--- config.mk ---
export PLATFORM = sky130hd
export DESIGN_NAME = uudecode_line_decoder_flat
export DESIGN_NICKNAME = d
export VERILOG_FILES = /design/src/rtl/core/uuld_pkg.sv /design/src/rtl/core/uuld_if.sv /design/src/rtl/core/uuld_front.sv /design/src/rtl/core/uuld_queue.sv /design/src/rtl/core/uuld_back.sv /design/src/rtl/core/uudecode_line_decoder.sv /design/src/flat_wrapper.sv
export SDC_FILE = /design/constraint.sdc
export NUM_CORES = 1
export LEC_CHECK = 0
export ABC_AREA = 1
export BUFFER_PORTS_ARGS = -buffer_cell sky130_fd_sc_hd__buf_2
export CAP_MARGIN = 15
export CORE_MARGIN = 2
export CORE_UTILIZATION = 60
export DETAILED_ROUTE_END_ITERATION = 7
export PLACE_DENSITY = 0.75
export SYNTH_ARGS = -nofsm -noshare
export SYNTH_HDL_FRONTEND = slang
export SYNTH_HIERARCHICAL = 1
export SYNTH_SLANG_ARGS = --single-unit
export TNS_END_PERCENT = 10
--- constraint.sdc ---
create_clock -name clk -period 5 [get_ports clk]
set_clock_uncertainty 0.05 [all_clocks]
set_input_delay 0.25 -clock clk [delete_from_list [all_inputs] [get_ports clk]]
set_output_delay 0.25 -clock clk [all_outputs]
set_load 0.005 [all_outputs]
--- src/rtl/core/uuld_pkg.sv ---
// Shared types, constants and helper functions of the uudecode line decoder.
`default_nettype none

package uuld_pkg;

  // Character codes and limits of the line format.
  localparam logic [7:0] SPACE_CHAR     = 8'd32;
  localparam logic [7:0] ZERO_CHAR      = 8'd96;
  localparam logic [5:0] MAX_LINE_BYTES = 6'd45;
  localparam logic [7:0] DIGIT_MASK     = 8'd63;
  localparam logic [7:0] LEN_CHAR_MAX   = SPACE_CHAR + {2'b00, MAX_LINE_BYTES};
  localparam logic [7:0] DIGIT_CHAR_MAX = SPACE_CHAR + DIGIT_MASK;

  // Line status codes.
  typedef enum logic [1:0] {
    ST_OK       = 2'd0,
    ST_BAD_CHAR = 2'd1,
    ST_BAD_LEN  = 2'd2,
    ST_MISMATCH = 2'd3
  } status_t;

  // Classification of one request by the front end.
  typedef enum logic [1:0] {
    KIND_LEN_OK   = 2'd0,
    KIND_LEN_BAD  = 2'd1,
    KIND_DIGIT    = 2'd2,
    KIND_CHAR_BAD = 2'd3
  } kind_t;

  // One classified request as it travels through the queue.
  typedef struct packed {
    kind_t      kind;
    logic [5:0] value;  // line length or 6-bit digit
    logic [5:0] chars;  // expected digit characters for a length request
  } entry_t;

  // Number of digit characters for a line length: (len * 4 + 2) / 3.
  // The divide by three is a multiply by 171 and a shift by nine, which is
  // exact for all sums below 256.
  function automatic logic [5:0] char_count(input logic [5:0] len);
    logic [7:0]  sum;
    logic [15:0] prod;
    sum  = {len, 2'b00} + 8'd2;
    prod = 16'(sum) * 16'd171;
    return prod[14:9];
  endfunction

endpackage

`default_nettype wire

--- src/rtl/core/uuld_if.sv ---
// Valid/ready channel interfaces for the character input and the result output.
`default_nettype none

interface uuld_in_if;
  logic       valid;
  logic       ready;
  logic [7:0] character;
  logic       line_start;

  modport source (output valid, output character, output line_start, input ready);
  modport sink   (input valid, input character, input line_start, output ready);
endinterface

interface uuld_out_if;
  logic       valid;
  logic       ready;
  logic       byte_valid;
  logic [7:0] data_byte;
  logic       line_done;
  logic [1:0] status;
  logic [5:0] byte_count;

  modport source (output valid, output byte_valid, output data_byte, output line_done,
                  output status, output byte_count, input ready);
  modport sink   (input valid, input byte_valid, input data_byte, input line_done,
                  input status, input byte_count, output ready);
endinterface

`default_nettype wire

--- src/rtl/core/uuld_front.sv ---
// Front end: accepts characters and classifies them into queue entries.
`default_nettype none

module uuld_front (
  uuld_in_if.sink          in_chan,
  input  wire logic        q_ready,
  output logic             push_valid,
  output uuld_pkg::entry_t push_entry
);

  logic [7:0] offset;

  assign offset         = in_chan.character - uuld_pkg::SPACE_CHAR;
  assign in_chan.ready  = q_ready;
  assign push_valid     = in_chan.valid;

  // Sort the character into length, digit or error, and take its value.
  always_comb begin
    push_entry.kind  = uuld_pkg::KIND_CHAR_BAD;
    push_entry.value = 6'd0;
    if (in_chan.line_start) begin
      if (in_chan.character == uuld_pkg::ZERO_CHAR) begin
        push_entry.kind = uuld_pkg::KIND_LEN_OK;
      end else if (in_chan.character >= uuld_pkg::SPACE_CHAR &&
                   in_chan.character <= uuld_pkg::LEN_CHAR_MAX) begin
        push_entry.kind  = uuld_pkg::KIND_LEN_OK;
        push_entry.value = offset[5:0];
      end else begin
        push_entry.kind = uuld_pkg::KIND_LEN_BAD;
      end
    end else begin
      if (in_chan.character == uuld_pkg::ZERO_CHAR) begin
        push_entry.kind = uuld_pkg::KIND_DIGIT;
      end else if (in_chan.character >= uuld_pkg::SPACE_CHAR &&
                   in_chan.character <= uuld_pkg::DIGIT_CHAR_MAX) begin
        push_entry.kind  = uuld_pkg::KIND_DIGIT;
        push_entry.value = offset[5:0];
      end
    end
    push_entry.chars = uuld_pkg::char_count(push_entry.value);
  end

endmodule

`default_nettype wire

--- src/rtl/core/uuld_queue.sv ---
// Two-entry queue between the front end and the back end.
`default_nettype none

module uuld_queue (
  input  wire logic             clk,
  input  wire logic             rst_n,
  input  wire logic             push_valid,
  input  wire uuld_pkg::entry_t push_entry,
  output logic                  push_ready,
  input  wire logic             pop,
  output logic                  pop_valid,
  output uuld_pkg::entry_t      pop_entry
);

  uuld_pkg::entry_t entries_r [2];
  logic             wr_ptr_r, wr_ptr_nxt;
  logic             rd_ptr_r, rd_ptr_nxt;
  logic [1:0]       count_r, count_nxt;
  logic             do_push;

  assign push_ready = (count_r != 2'd2);
  assign pop_valid  = (count_r != 2'd0);
  assign pop_entry  = entries_r[rd_ptr_r];
  assign do_push    = push_valid && push_ready;

  // Pointer and fill count update.
  always_comb begin
    wr_ptr_nxt = do_push ? ~wr_ptr_r : wr_ptr_r;
    rd_ptr_nxt = pop ? ~rd_ptr_r : rd_ptr_r;
    count_nxt  = count_r;
    if (do_push && !pop) begin
      count_nxt = count_r + 2'd1;
    end else if (!do_push && pop) begin
      count_nxt = count_r - 2'd1;
    end
  end

  always_ff @(posedge clk) begin
    if (!rst_n) begin
      wr_ptr_r <= 1'b0;
      rd_ptr_r <= 1'b0;
      count_r  <= 2'd0;
    end else begin
      wr_ptr_r <= wr_ptr_nxt;
      rd_ptr_r <= rd_ptr_nxt;
      count_r  <= count_nxt;
    end
  end

  // Entry storage needs no reset.
  always_ff @(posedge clk) begin
    if (do_push) begin
      entries_r[wr_ptr_r] <= push_entry;
    end
  end

endmodule

`default_nettype wire

--- src/rtl/core/uuld_back.sv ---
// Back end: line state, digit combining and the registered result output.
`default_nettype none

module uuld_back (
  input  wire logic             clk,
  input  wire logic             rst_n,
  input  wire logic             q_valid,
  input  wire uuld_pkg::entry_t q_entry,
  output logic                  q_pop,
  uuld_out_if.source            out_chan
);

  // Line state.
  logic       in_line_r, in_line_nxt;
  logic [5:0] chars_left_r, chars_left_nxt;
  logic [1:0] group_pos_r, group_pos_nxt;
  logic [5:0] held_digit_r, held_digit_nxt;
  logic [5:0] bytes_done_r, bytes_done_nxt;
  logic [5:0] expected_r, expected_nxt;

  // Output register.
  logic       out_valid_r, out_valid_nxt;
  logic       byte_valid_r;
  logic [7:0] data_byte_r;
  logic       line_done_r;
  logic [1:0] status_r;
  logic [5:0] byte_count_r;

  // Result of the request at the queue head.
  logic       res_valid;
  logic       res_byte_valid;
  logic [7:0] res_data_byte;
  logic       res_line_done;
  uuld_pkg::status_t res_status;
  logic [5:0] res_byte_count;

  logic       can_load;
  logic [5:0] digit;

  assign can_load = !out_valid_r || out_chan.ready;
  assign q_pop    = q_valid && can_load;
  assign digit    = q_entry.value;

  assign out_chan.valid      = out_valid_r;
  assign out_chan.byte_valid = byte_valid_r;
  assign out_chan.data_byte  = data_byte_r;
  assign out_chan.line_done  = line_done_r;
  assign out_chan.status     = status_r;
  assign out_chan.byte_count = byte_count_r;

  // Carry out one request and compute the next line state.
  always_comb begin
    in_line_nxt    = in_line_r;
    chars_left_nxt = chars_left_r;
    group_pos_nxt  = group_pos_r;
    held_digit_nxt = held_digit_r;
    bytes_done_nxt = bytes_done_r;
    expected_nxt   = expected_r;
    res_valid      = 1'b0;
    res_byte_valid = 1'b0;
    res_data_byte  = 8'd0;
    res_line_done  = 1'b0;
    res_status     = uuld_pkg::ST_OK;
    res_byte_count = 6'd0;
    unique case (q_entry.kind) inside
      uuld_pkg::KIND_LEN_OK, uuld_pkg::KIND_LEN_BAD: begin
        in_line_nxt    = 1'b0;
        chars_left_nxt = 6'd0;
        group_pos_nxt  = 2'd0;
        held_digit_nxt = 6'd0;
        bytes_done_nxt = 6'd0;
        expected_nxt   = 6'd0;
        if (q_entry.kind == uuld_pkg::KIND_LEN_BAD) begin
          res_valid     = 1'b1;
          res_line_done = 1'b1;
          res_status    = uuld_pkg::ST_BAD_LEN;
        end else if (q_entry.value == 6'd0) begin
          res_valid     = 1'b1;
          res_line_done = 1'b1;
        end else begin
          in_line_nxt    = 1'b1;
          expected_nxt   = q_entry.value;
          chars_left_nxt = q_entry.chars;
        end
      end
      uuld_pkg::KIND_CHAR_BAD: begin
        if (in_line_r) begin
          in_line_nxt    = 1'b0;
          res_valid      = 1'b1;
          res_line_done  = 1'b1;
          res_status     = uuld_pkg::ST_BAD_CHAR;
          res_byte_count = bytes_done_r;
        end
      end
      default: begin
        if (in_line_r) begin
          // Combine the held digit with the new one.
          case (group_pos_r)
            2'd1: begin
              res_byte_valid = 1'b1;
              res_data_byte  = {held_digit_r, digit[5:4]};
            end
            2'd2: begin
              res_byte_valid = 1'b1;
              res_data_byte  = {held_digit_r[3:0], digit[5:2]};
            end
            2'd3: begin
              res_byte_valid = 1'b1;
              res_data_byte  = {held_digit_r[1:0], digit};
            end
            default: begin
              res_byte_valid = 1'b0;
            end
          endcase
          held_digit_nxt = digit;
          group_pos_nxt  = group_pos_r + 2'd1;
          bytes_done_nxt = bytes_done_r + {5'd0, res_byte_valid};
          chars_left_nxt = chars_left_r - 6'd1;
          res_valid      = res_byte_valid;
          if (chars_left_nxt == 6'd0) begin
            in_line_nxt    = 1'b0;
            res_valid      = 1'b1;
            res_line_done  = 1'b1;
            res_byte_count = bytes_done_nxt;
            res_status     = (bytes_done_nxt == expected_r) ? uuld_pkg::ST_OK
                                                            : uuld_pkg::ST_MISMATCH;
          end
        end
      end
    endcase
  end

  // The output register is free or is being emptied this cycle.
  always_comb begin
    if (q_pop) begin
      out_valid_nxt = res_valid;
    end else begin
      out_valid_nxt = out_valid_r && !out_chan.ready;
    end
  end

  always_ff @(posedge clk) begin
    if (!rst_n) begin
      in_line_r    <= 1'b0;
      chars_left_r <= 6'd0;
      group_pos_r  <= 2'd0;
      held_digit_r <= 6'd0;
      bytes_done_r <= 6'd0;
      expected_r   <= 6'd0;
      out_valid_r  <= 1'b0;
    end else begin
      if (q_pop) begin
        in_line_r    <= in_line_nxt;
        chars_left_r <= chars_left_nxt;
        group_pos_r  <= group_pos_nxt;
        held_digit_r <= held_digit_nxt;
        bytes_done_r <= bytes_done_nxt;
        expected_r   <= expected_nxt;
      end
      out_valid_r <= out_valid_nxt;
    end
  end

  // Result payload needs no reset.
  always_ff @(posedge clk) begin
    if (q_pop && res_valid) begin
      byte_valid_r <= res_byte_valid;
      data_byte_r  <= res_data_byte;
      line_done_r  <= res_line_done;
      status_r     <= res_status;
      byte_count_r <= res_byte_count;
    end
  end

endmodule

`default_nettype wire

--- src/rtl/core/uudecode_line_decoder.sv ---
// Top level of the uudecode line decoder.
//
// Usage: characters of a uuencoded line enter on in_chan, one per request.
// A request with line_start set carries the length character; the digit
// characters follow. Each result on out_chan carries a decoded byte
// (byte_valid), the end of a line (line_done with status and byte_count),
// or both. Digit characters outside an open line produce no result.
// Path: with the queue empty, an accepted character is written into the
// two-entry queue and then loaded into the output register of the back
// end, from which its result is offered on out_chan. The front end is
// combinational.
// Throughput: one character per cycle, sustained while out_chan takes
// results; the back end carries out one queue entry each cycle.
// Reset: rst_n clears the queue, the line state and the output valid flag;
// no line is open after reset.
// Stall: while out_chan.ready is low the result holds, the back end stops,
// and in_chan.ready falls once the two queue entries are full.
`default_nettype none

module uudecode_line_decoder (
  input  wire logic  clk,
  input  wire logic  rst_n,
  uuld_in_if.sink    in_chan,
  uuld_out_if.source out_chan
);

  logic             push_valid;
  logic             push_ready;
  uuld_pkg::entry_t push_entry;
  logic             q_valid;
  logic             q_pop;
  uuld_pkg::entry_t q_entry;

  uuld_front u_front (
    .in_chan    (in_chan),
    .q_ready    (push_ready),
    .push_valid (push_valid),
    .push_entry (push_entry)
  );

  uuld_queue u_queue (
    .clk        (clk),
    .rst_n      (rst_n),
    .push_valid (push_valid),
    .push_entry (push_entry),
    .push_ready (push_ready),
    .pop        (q_pop),
    .pop_valid  (q_valid),
    .pop_entry  (q_entry)
  );

  uuld_back u_back (
    .clk      (clk),
    .rst_n    (rst_n),
    .q_valid  (q_valid),
    .q_entry  (q_entry),
    .q_pop    (q_pop),
    .out_chan (out_chan)
  );

endmodule

`default_nettype wire

--- src/flat_wrapper.sv ---
// flat-port wrapper written by rule: the top's interface ports become plain ports
module uudecode_line_decoder_flat 
  (clk, rst_n, in_chan_valid, in_chan_character, in_chan_line_start, in_chan_ready, out_chan_valid, out_chan_byte_valid, out_chan_data_byte, out_chan_line_done, out_chan_status, out_chan_byte_count, out_chan_ready);
  uuld_in_if in_chan_i ();
  uuld_out_if out_chan_i ();
  input  wire logic clk;
  input  wire logic rst_n;
  input wire logic [$bits(in_chan_i.valid)-1:0] in_chan_valid;
  input wire logic [$bits(in_chan_i.character)-1:0] in_chan_character;
  input wire logic [$bits(in_chan_i.line_start)-1:0] in_chan_line_start;
  output wire logic [$bits(in_chan_i.ready)-1:0] in_chan_ready;
  output wire logic [$bits(out_chan_i.valid)-1:0] out_chan_valid;
  output wire logic [$bits(out_chan_i.byte_valid)-1:0] out_chan_byte_valid;
  output wire logic [$bits(out_chan_i.data_byte)-1:0] out_chan_data_byte;
  output wire logic [$bits(out_chan_i.line_done)-1:0] out_chan_line_done;
  output wire logic [$bits(out_chan_i.status)-1:0] out_chan_status;
  output wire logic [$bits(out_chan_i.byte_count)-1:0] out_chan_byte_count;
  input wire logic [$bits(out_chan_i.ready)-1:0] out_chan_ready;
  assign in_chan_i.valid = in_chan_valid;
  assign in_chan_i.character = in_chan_character;
  assign in_chan_i.line_start = in_chan_line_start;
  assign in_chan_ready = in_chan_i.ready;
  assign out_chan_valid = out_chan_i.valid;
  assign out_chan_byte_valid = out_chan_i.byte_valid;
  assign out_chan_data_byte = out_chan_i.data_byte;
  assign out_chan_line_done = out_chan_i.line_done;
  assign out_chan_status = out_chan_i.status;
  assign out_chan_byte_count = out_chan_i.byte_count;
  assign out_chan_i.ready = out_chan_ready;
  uudecode_line_decoder u_core (.clk(clk), .rst_n(rst_n), .in_chan(in_chan_i), .out_chan(out_chan_i));
endmodule
==> results of run 1 <==
[Yosys cell counts, drive strengths merged (2+ instances only)]
master | number | area [sq um]
xnor2 | 2 | 17.5
o21ai | 13 | 65.1
o22ai | 2 | 12.5
o21a | 2 | 15.0
dfxtp | 33 | 661
fa | 8 | 160
mux2 | 14 | 158
nor3 | 6 | 46.3
nand2 | 127 | 494
nand4 | 7 | 50.1
edfxtp | 46 | 1380
clkbuf | 2 | 7.51
nor2 | 40 | 160
ha | 43 | 538
inv | 76 | 285
a21oi | 36 | 188
xor2 | 11 | 96.3
buf | 9 | 67.6
a211oi | 7 | 52.6
o21bai | 2 | 15.0
nand3 | 20 | 105
a31oi | 12 | 90.1
[cell type report]
| cell class | instances | share of cell area |
|---|---|---|
| repair buffers | 34 | 0.0342 |
| well taps | 102 | 0.0249 |
| inverters | 77 | 0.0564 |
| clock buffers | 13 | 0.0313 |
| multi-input cells | 355 | 0.446 |
| flip-flops and latches | 79 | 0.399 |
| clock inverters | 3 | 0.00806 |
[kinds of logic after synthesis]
kind of cell | count (synthesis) | share of synthesized area
and+or+nand+nor | 202 | 0.185
buffers and inverters | 88 | 0.0776
DFF | 79 | 0.435
AOI/OAI and AO/OA | 75 | 0.0952
adders and majority gates | 51 | 0.149
muxes | 14 | 0.0336
xor gates and xnor gates | 13 | 0.0243
[power by group]
part / internal, uW / leakage (uW) / total (uW) / switching [uW]
combinational: 339 / 0.00148 / 954 / 615
sequential: 862 / 0.000704 / 941 / 79.1
clock: 261 / 0.000103 / 480 / 219
total: 1460 / 0.00228 / 2380 / 913
[sequential cells by signal, indices dropped and copies added (netlist names), named ones only]
signal / cells
u_core/u_back/bytes_done_r: 6
u_core/u_back/chars_left_r: 6
u_core/u_back/expected_r: 6
u_core/u_back/group_pos_r: 2
u_core/u_back/held_digit_r: 6
u_core/u_back/in_line_r: 1
u_core/u_back/out_chan.byte_count: 6
u_core/u_back/out_chan.byte_valid: 1
u_core/u_back/out_chan.data_byte: 8
u_core/u_back/out_chan.line_done: 1
u_core/u_back/out_chan.status: 2
u_core/u_back/out_chan.valid: 1
u_core/u_queue/count_r: 2
u_core/u_queue/entries_r: 28
u_core/u_queue/rd_ptr_r: 1
u_core/u_queue/wr_ptr_r: 1
[worst max path at each step]
stage	startpoint	depth (start not counted)	to	slack, ps
floorplan	in_chan_character[7]	19	u_core/u_queue/entries_r[0][3]	1260
global placement	in_chan_character[7]	16	u_core/u_queue/entries_r[0][4]	930
detailed placement	in_chan_character[7]	20	u_core/u_queue/entries_r[1][3]	770
CTS	in_chan_character[7]	20	u_core/u_queue/entries_r[0][5]	1150
global route	in_chan_character[5]	20	u_core/u_queue/entries_r[0][5]	820
finish	in_chan_character[7]	20	u_core/u_queue/entries_r[1][3]	1120
[routing by layer]
| metal | vias up | track usage |
|---|---|---|
| li1 | 1797 | - |
| met1 | 1702 | 0.257 |
| met5 | - | 0 |
| met2 | 73 | 0.420 |
| met4 | 0 | 0.101 |
| met3 | 18 | 0.0358 |
[through the flow]
stage | instance area (sq um) | worst slack, ps | std cells | total power [uW] | util
6_report | 5120 | 1120 | 663 | 2380 | 0.670
5_1_grt | 5120 | 818 | 663 | 2560 | 0.670
4_1_cts | 5110 | 1150 | 661 | 2380 | 0.668
3_5_place_dp | 4900 | 771 | 645 | 1900 | 0.641
3_3_place_gp | 4900 | 931 | 645 | 1860 | 0.641
2_1_floorplan | 4690 | 1260 | 522 | 1690 | -
[worst max-delay path: stages]
cell,delay (ps)
buf_2,110
nor2_1,130
nor2_1,70
a21oi_2,190
nand2_1,170
nor2_1,460
ha_1,320
inv_1,60
fa_1,440
fa_1,570
inv_1,50
ha_1,320
a21oi_1,140
nor2_1,50
a211oi_1,220
nand2_2,130
nand2_2,80
nand2_1,50
nand2_1,60
nand2_1,60
==> results.toml, run 1 <==
[placed_design]
gp_congestion = 0.831
hpwlAfterDp_um = 6730
io_buffers = 32

[drt]
routed_wirelength_um = 8840
top_layer = "met4"
drt-initial-drc-count = 91
drt_first_pass_iters = 4
viasPerCell = 5.41
vias = 3590
ant_nets = 0
wl_met1_um = 3760
drcViolationCount = 0
wl_met3_um = 277
route.met2.wl_um = 4560
avgRoutedWirePerCell_um = 13.3

[sta]
worstMarginPinSlew_ps = 803
hold_ws_ps = 154
finalCritPeriodShare = 0.777
finalHoldViolCount = 0
slew_violations = 0
setup_tns_ps = 0
finalSetupViolations = 0
max_freq_mhz = 258
period_needed_ps = 3880
rsz0062_at_grt = "false"
slew_headroom = 0.464

[layout]
final_common_cell = "nand2_1"
multi_input_area_sq_um = 2290
syn_to_final_growth_pct = 9.15
final_nets = 620
n_antenna_cell = 0
layout-drive-gt1-share = 0.153
num-fill-cells = 621
regArea_sq_um = 2040
final_cell_mix = "nand2_1 (120), inv_1 (69), edfxtp_1 (46), ha_1 (43), nor2_1 (36)"

[worst_hold_path]
worstHoldStart = "out_chan_ready"
min_to = "u_core/u_back/out_chan.valid"
whs_path_depth = 4
min_path_type = "input port to register"

[critical_path]
worstPathArrival_ps = 3930
cp_max_fo = 7
critical_path.endpoint_type = "register"
reg2regPathDepth = 8
rrSetupSlack_ps = 2130
rr_endpoint = "u_core/u_back/out_chan.data_byte[1]"
critPathLaunchType = "input port"
critPathKind = "input port to register"
worstPathRequired_ps = 5050

[cts]
post_cts_buffers = 0
clkSlewWorstSetupHoldPaths_ps = 70
cts_buffers = 9
ctsHtreeMaxLevel = 3
holdBufCountCts = 0
clk_latency_ps = 350
post_cts_resized = 0
max-clock-path-buffers = 2
root_buffer = "clkbuf_8"
clkSinkCount = 79
cts_tree = "yes"

[floorplan]
rows = 32
io_pins = 33
fp.coreArea_sq_um = 7650
dieArea_sq_um = 8540
start_util = 0.614
fp.dieH_um = 92.4
die_width_um = 92.4

[global_routing]
grt.total_usage = 0.227
antenna_found_initial = 0
grt_start_max_net_pins = 23
grt_pass1_vias = 3533
gr-total-overflow = 0
grt_pass1_wl_um = 15400

[synthesis]
synth.distinct_cells = 37
yosysSeqAreaShare = 0.435
netlist_area_sq_um = 4690
syn_nets = 586
avgSynthCellArea_sq_um = 8.99
async_flop_share = 0
yosysWarnings = 6
synth_cells = 522
ys_ff_latch = 79
yosys_most_used_dff = "edfxtp_1"
synth_edf_count = 46

[run_status]
status = "complete, no violations"

[pwr]
p_leak_uw = 0.00228
powerDensity_nw_per_um2 = 464
ir_worst_vdd_mv = 0.208

[job]
max_cap_viol_count = 0
Power figures use the tool's default switching activity.
==> run 2, diff against run 1 <==
--- a/config.mk
+++ b/config.mk
@@ -5,7 +5,7 @@
 export SDC_FILE = /design/constraint.sdc
 export NUM_CORES = 1
 export LEC_CHECK = 0
-export ABC_AREA = 1
+export ABC_AREA = 0
 export BUFFER_PORTS_ARGS = -buffer_cell sky130_fd_sc_hd__buf_2
 export CAP_MARGIN = 15
 export CORE_MARGIN = 2
==> constraint.sdc (replaced) <==
create_clock -name clk -period 3.7 [get_ports clk]
set_clock_uncertainty 0.05 [all_clocks]
set_input_delay 0.185 -clock clk [delete_from_list [all_inputs] [get_ports clk]]
set_output_delay 0.185 -clock clk [all_outputs]
set_load 0.005 [all_outputs]
==> results.toml, run 2 <==
[critical_path]
critPathKind = "input port to register"
reg2regPathDepth = 7
critical_path.endpoint_type = "register"
worstPathArrival_ps = 3680
rr_endpoint = "u_core/u_back/out_chan.byte_count[1]"
rrSetupSlack_ps = 1000
critPathLaunchType = "input port"
cp_max_fo = 3
worstPathRequired_ps = 3740

[layout]
layout-drive-gt1-share = 0.253
final_nets = 561
final_util = 0.713
n_antenna_cell = 0
syn_to_final_growth_pct = 16.3
final_area_sq_um = 5450
final_cell_count_no_fill = 604
top_register = "u_core/u_queue/entries_r"
final_common_cell = "edfxtp_1"
largest_register_ffs = 28
final_cell_mix = "edfxtp_1 (46), ha_1 (39), buf_4 (37), inv_1 (37), dfxtp_1 (33)"

[drt]
ant_nets = 0
vias = 3432
drcViolationCount = 0
drt_first_pass_iters = 5
avgRoutedWirePerCell_um = 15.0
viasPerCell = 5.68
routed_wirelength_um = 9050
drt-initial-drc-count = 151

[worst_hold_path]
min_path_type = "input port to register"
worstHoldStart = "in_chan_valid"
whs_path_depth = 3
min_to = "u_core/u_queue/wr_ptr_r"

[sta]
finalHoldViolCount = 0
finalSetupViolations = 0
finalCritPeriodShare = 0.983
worstMarginPinSlew_ps = 859
rsz0062_at_grt = "true"
period_needed_ps = 3640
hold_ws_ps = 119
max_freq_mhz = 275
slew_violations = 0
slew_headroom = 0.425
setup_tns_ps = 0

[synthesis]
synth.distinct_cells = 63
synth_cells = 434
yosys.area.top_type_share = 0.295
synth_top_area_cell = "edfxtp_1"
yosys_most_used_dff = "edfxtp_1"
async_flop_share = 0
yosys.cell_count.top_type = "edfxtp_1"
yosysSeqAreaShare = 0.436
ys_ff_latch = 79
synth_common_cells = "edfxtp_1 (46), ha_1 (43), inv_1 (38)"
synth_edf_count = 46
avgSynthCellArea_sq_um = 10.8
yosysWarnings = 6
syn_nets = 498
netlist_area_sq_um = 4680
synth_area_leaders = "edfxtp_1 (29%), dfxtp_1 (14%), ha_1 (11%), fa_1 (3.4%), mux2_2 (3.4%)"

[cts]
clk_latency_ps = 350
cts_buffers = 9
cts_tree = "yes"
root_buffer = "clkbuf_8"
clkSinkCount = 79
ctsHtreeMaxLevel = 3
max-clock-path-buffers = 2
clkSlewWorstSetupHoldPaths_ps = 80

[pwr]
p_leak_uw = 0.00230
powerDensity_nw_per_um2 = 498
ir_worst_vdd_mv = 0.214

[floorplan]
fp.coreArea_sq_um = 7650
start_util = 0.613
die_width_um = 92.4
io_pins = 33
rows = 32
dieArea_sq_um = 8530
fp.dieH_um = 92.4

[placed_design]
dpl_cell_area_sq_um = 5200
placedCellCount = 587
hpwlAfterDp_um = 6750
io_buffers = 32
gp_congestion = 0.867

[run_status]
status = "complete, no violations"

[global_routing]
grt_pass1_wl_um = 14900
gr-total-overflow = 0
grt.total_usage = 0.222
grt_start_max_net_pins = 34
grt_pass1_vias = 3310
antenna_found_initial = 0

[job]
max_cap_viol_count = 0
[run 2: cell types whose count changed after synthesis, moves of 7 or more]
| cell | delta |
|---|---|
| a222oi_1 | +9 |
| nor2b_1 | +16 |
| inv_2 | -7 |
| nand2_1 | -102 |
| and2_1 | +10 |
| a21boi_0 | +11 |
| nor2_1 | -7 |
| nand2_2 | -7 |
| a31oi_1 | -7 |
| a21oi_1 | -19 |
| inv_1 | -31 |
| a22oi_1 | +9 |
| xnor2_1 | +13 |
[run 2: critical path, cell delays in order]
cell       delay, ps
buf_2            110
and2b_4          250
a31oi_4          100
nor3_2           260
ha_4             180
inv_1             50
fa_1             520
inv_1             50
fa_1             600
ha_4             230
a2111oi_4        310
o21ai_2          140
a311o_1          360
and2_1           160
xor2_1           160
[run 2: power breakdown]
group / internal (uW) / total, uW / switching [uW]
combinational: 380 / 891 / 510
sequential: 1110 / 1200 / 88.2
clock: 327 / 626 / 299
total: 1810 / 2710 / 897
[run 2: layout make-up]
| type | count | area (sq um) |
|---|---|---|
| clock buffer | 10 | 138 |
| clock inverter | 6 | 57.6 |
| fill | 572 | 2200 |
| inverter | 38 | 143 |
| multi-input combinational | 301 | 2510 |
| sequential | 79 | 2040 |
| tap | 102 | 128 |
| timing repair buffer | 68 | 433 |
[run 2: logic make-up after synthesis]
logic type	after synthesis	synth area share
mux	14	0.0337
flops	79	0.436
buf+inv	54	0.0481
fa+ha+maj	51	0.149
simple gates	124	0.144
compound gates	91	0.150
xor+xnor	21	0.0393
[run 2: timing repair]
item / 4_1_cts / 5_1_grt
buffers inserted: 0 / 1
gates resized for setup: 0 / 8
hold buffers: 0 / 0
setup endpoints to repair: 0 / 10
[run 2: worst max path at each step]
stage	start	to	slack, ps	cells past startpoint
2_1_floorplan	in_chan_character[5]	u_core/u_queue/entries_r[0][2]	-70	14
3_3_place_gp	in_chan_character[5]	u_core/u_queue/entries_r[0][2]	-180	16
3_5_place_dp	in_chan_character[5]	u_core/u_queue/entries_r[0][2]	-280	16
4_1_cts	in_chan_character[5]	u_core/u_queue/entries_r[1][2]	80	16
5_1_grt	in_chan_character[5]	u_core/u_queue/entries_r[1][2]	-50	16
6_report	in_chan_character[5]	u_core/u_queue/entries_r[1][2]	60	15
[run 2: metal layers]
layer	share of wire	track usage
met3	0.040	0.0488
met5	0	0
met1	0.41	0.252
met2	0.52	0.399
met4	0.026	0.0995
[run 2: stage by stage]
stage / setup slack, ps / power, uW
2_1_floorplan: -73.4 / 1830
3_3_place_gp: -183 / 2060
3_5_place_dp: -279 / 2080
4_1_cts: 84.2 / 2720
5_1_grt: -54.0 / 2880
6_report: 63.1 / 2710
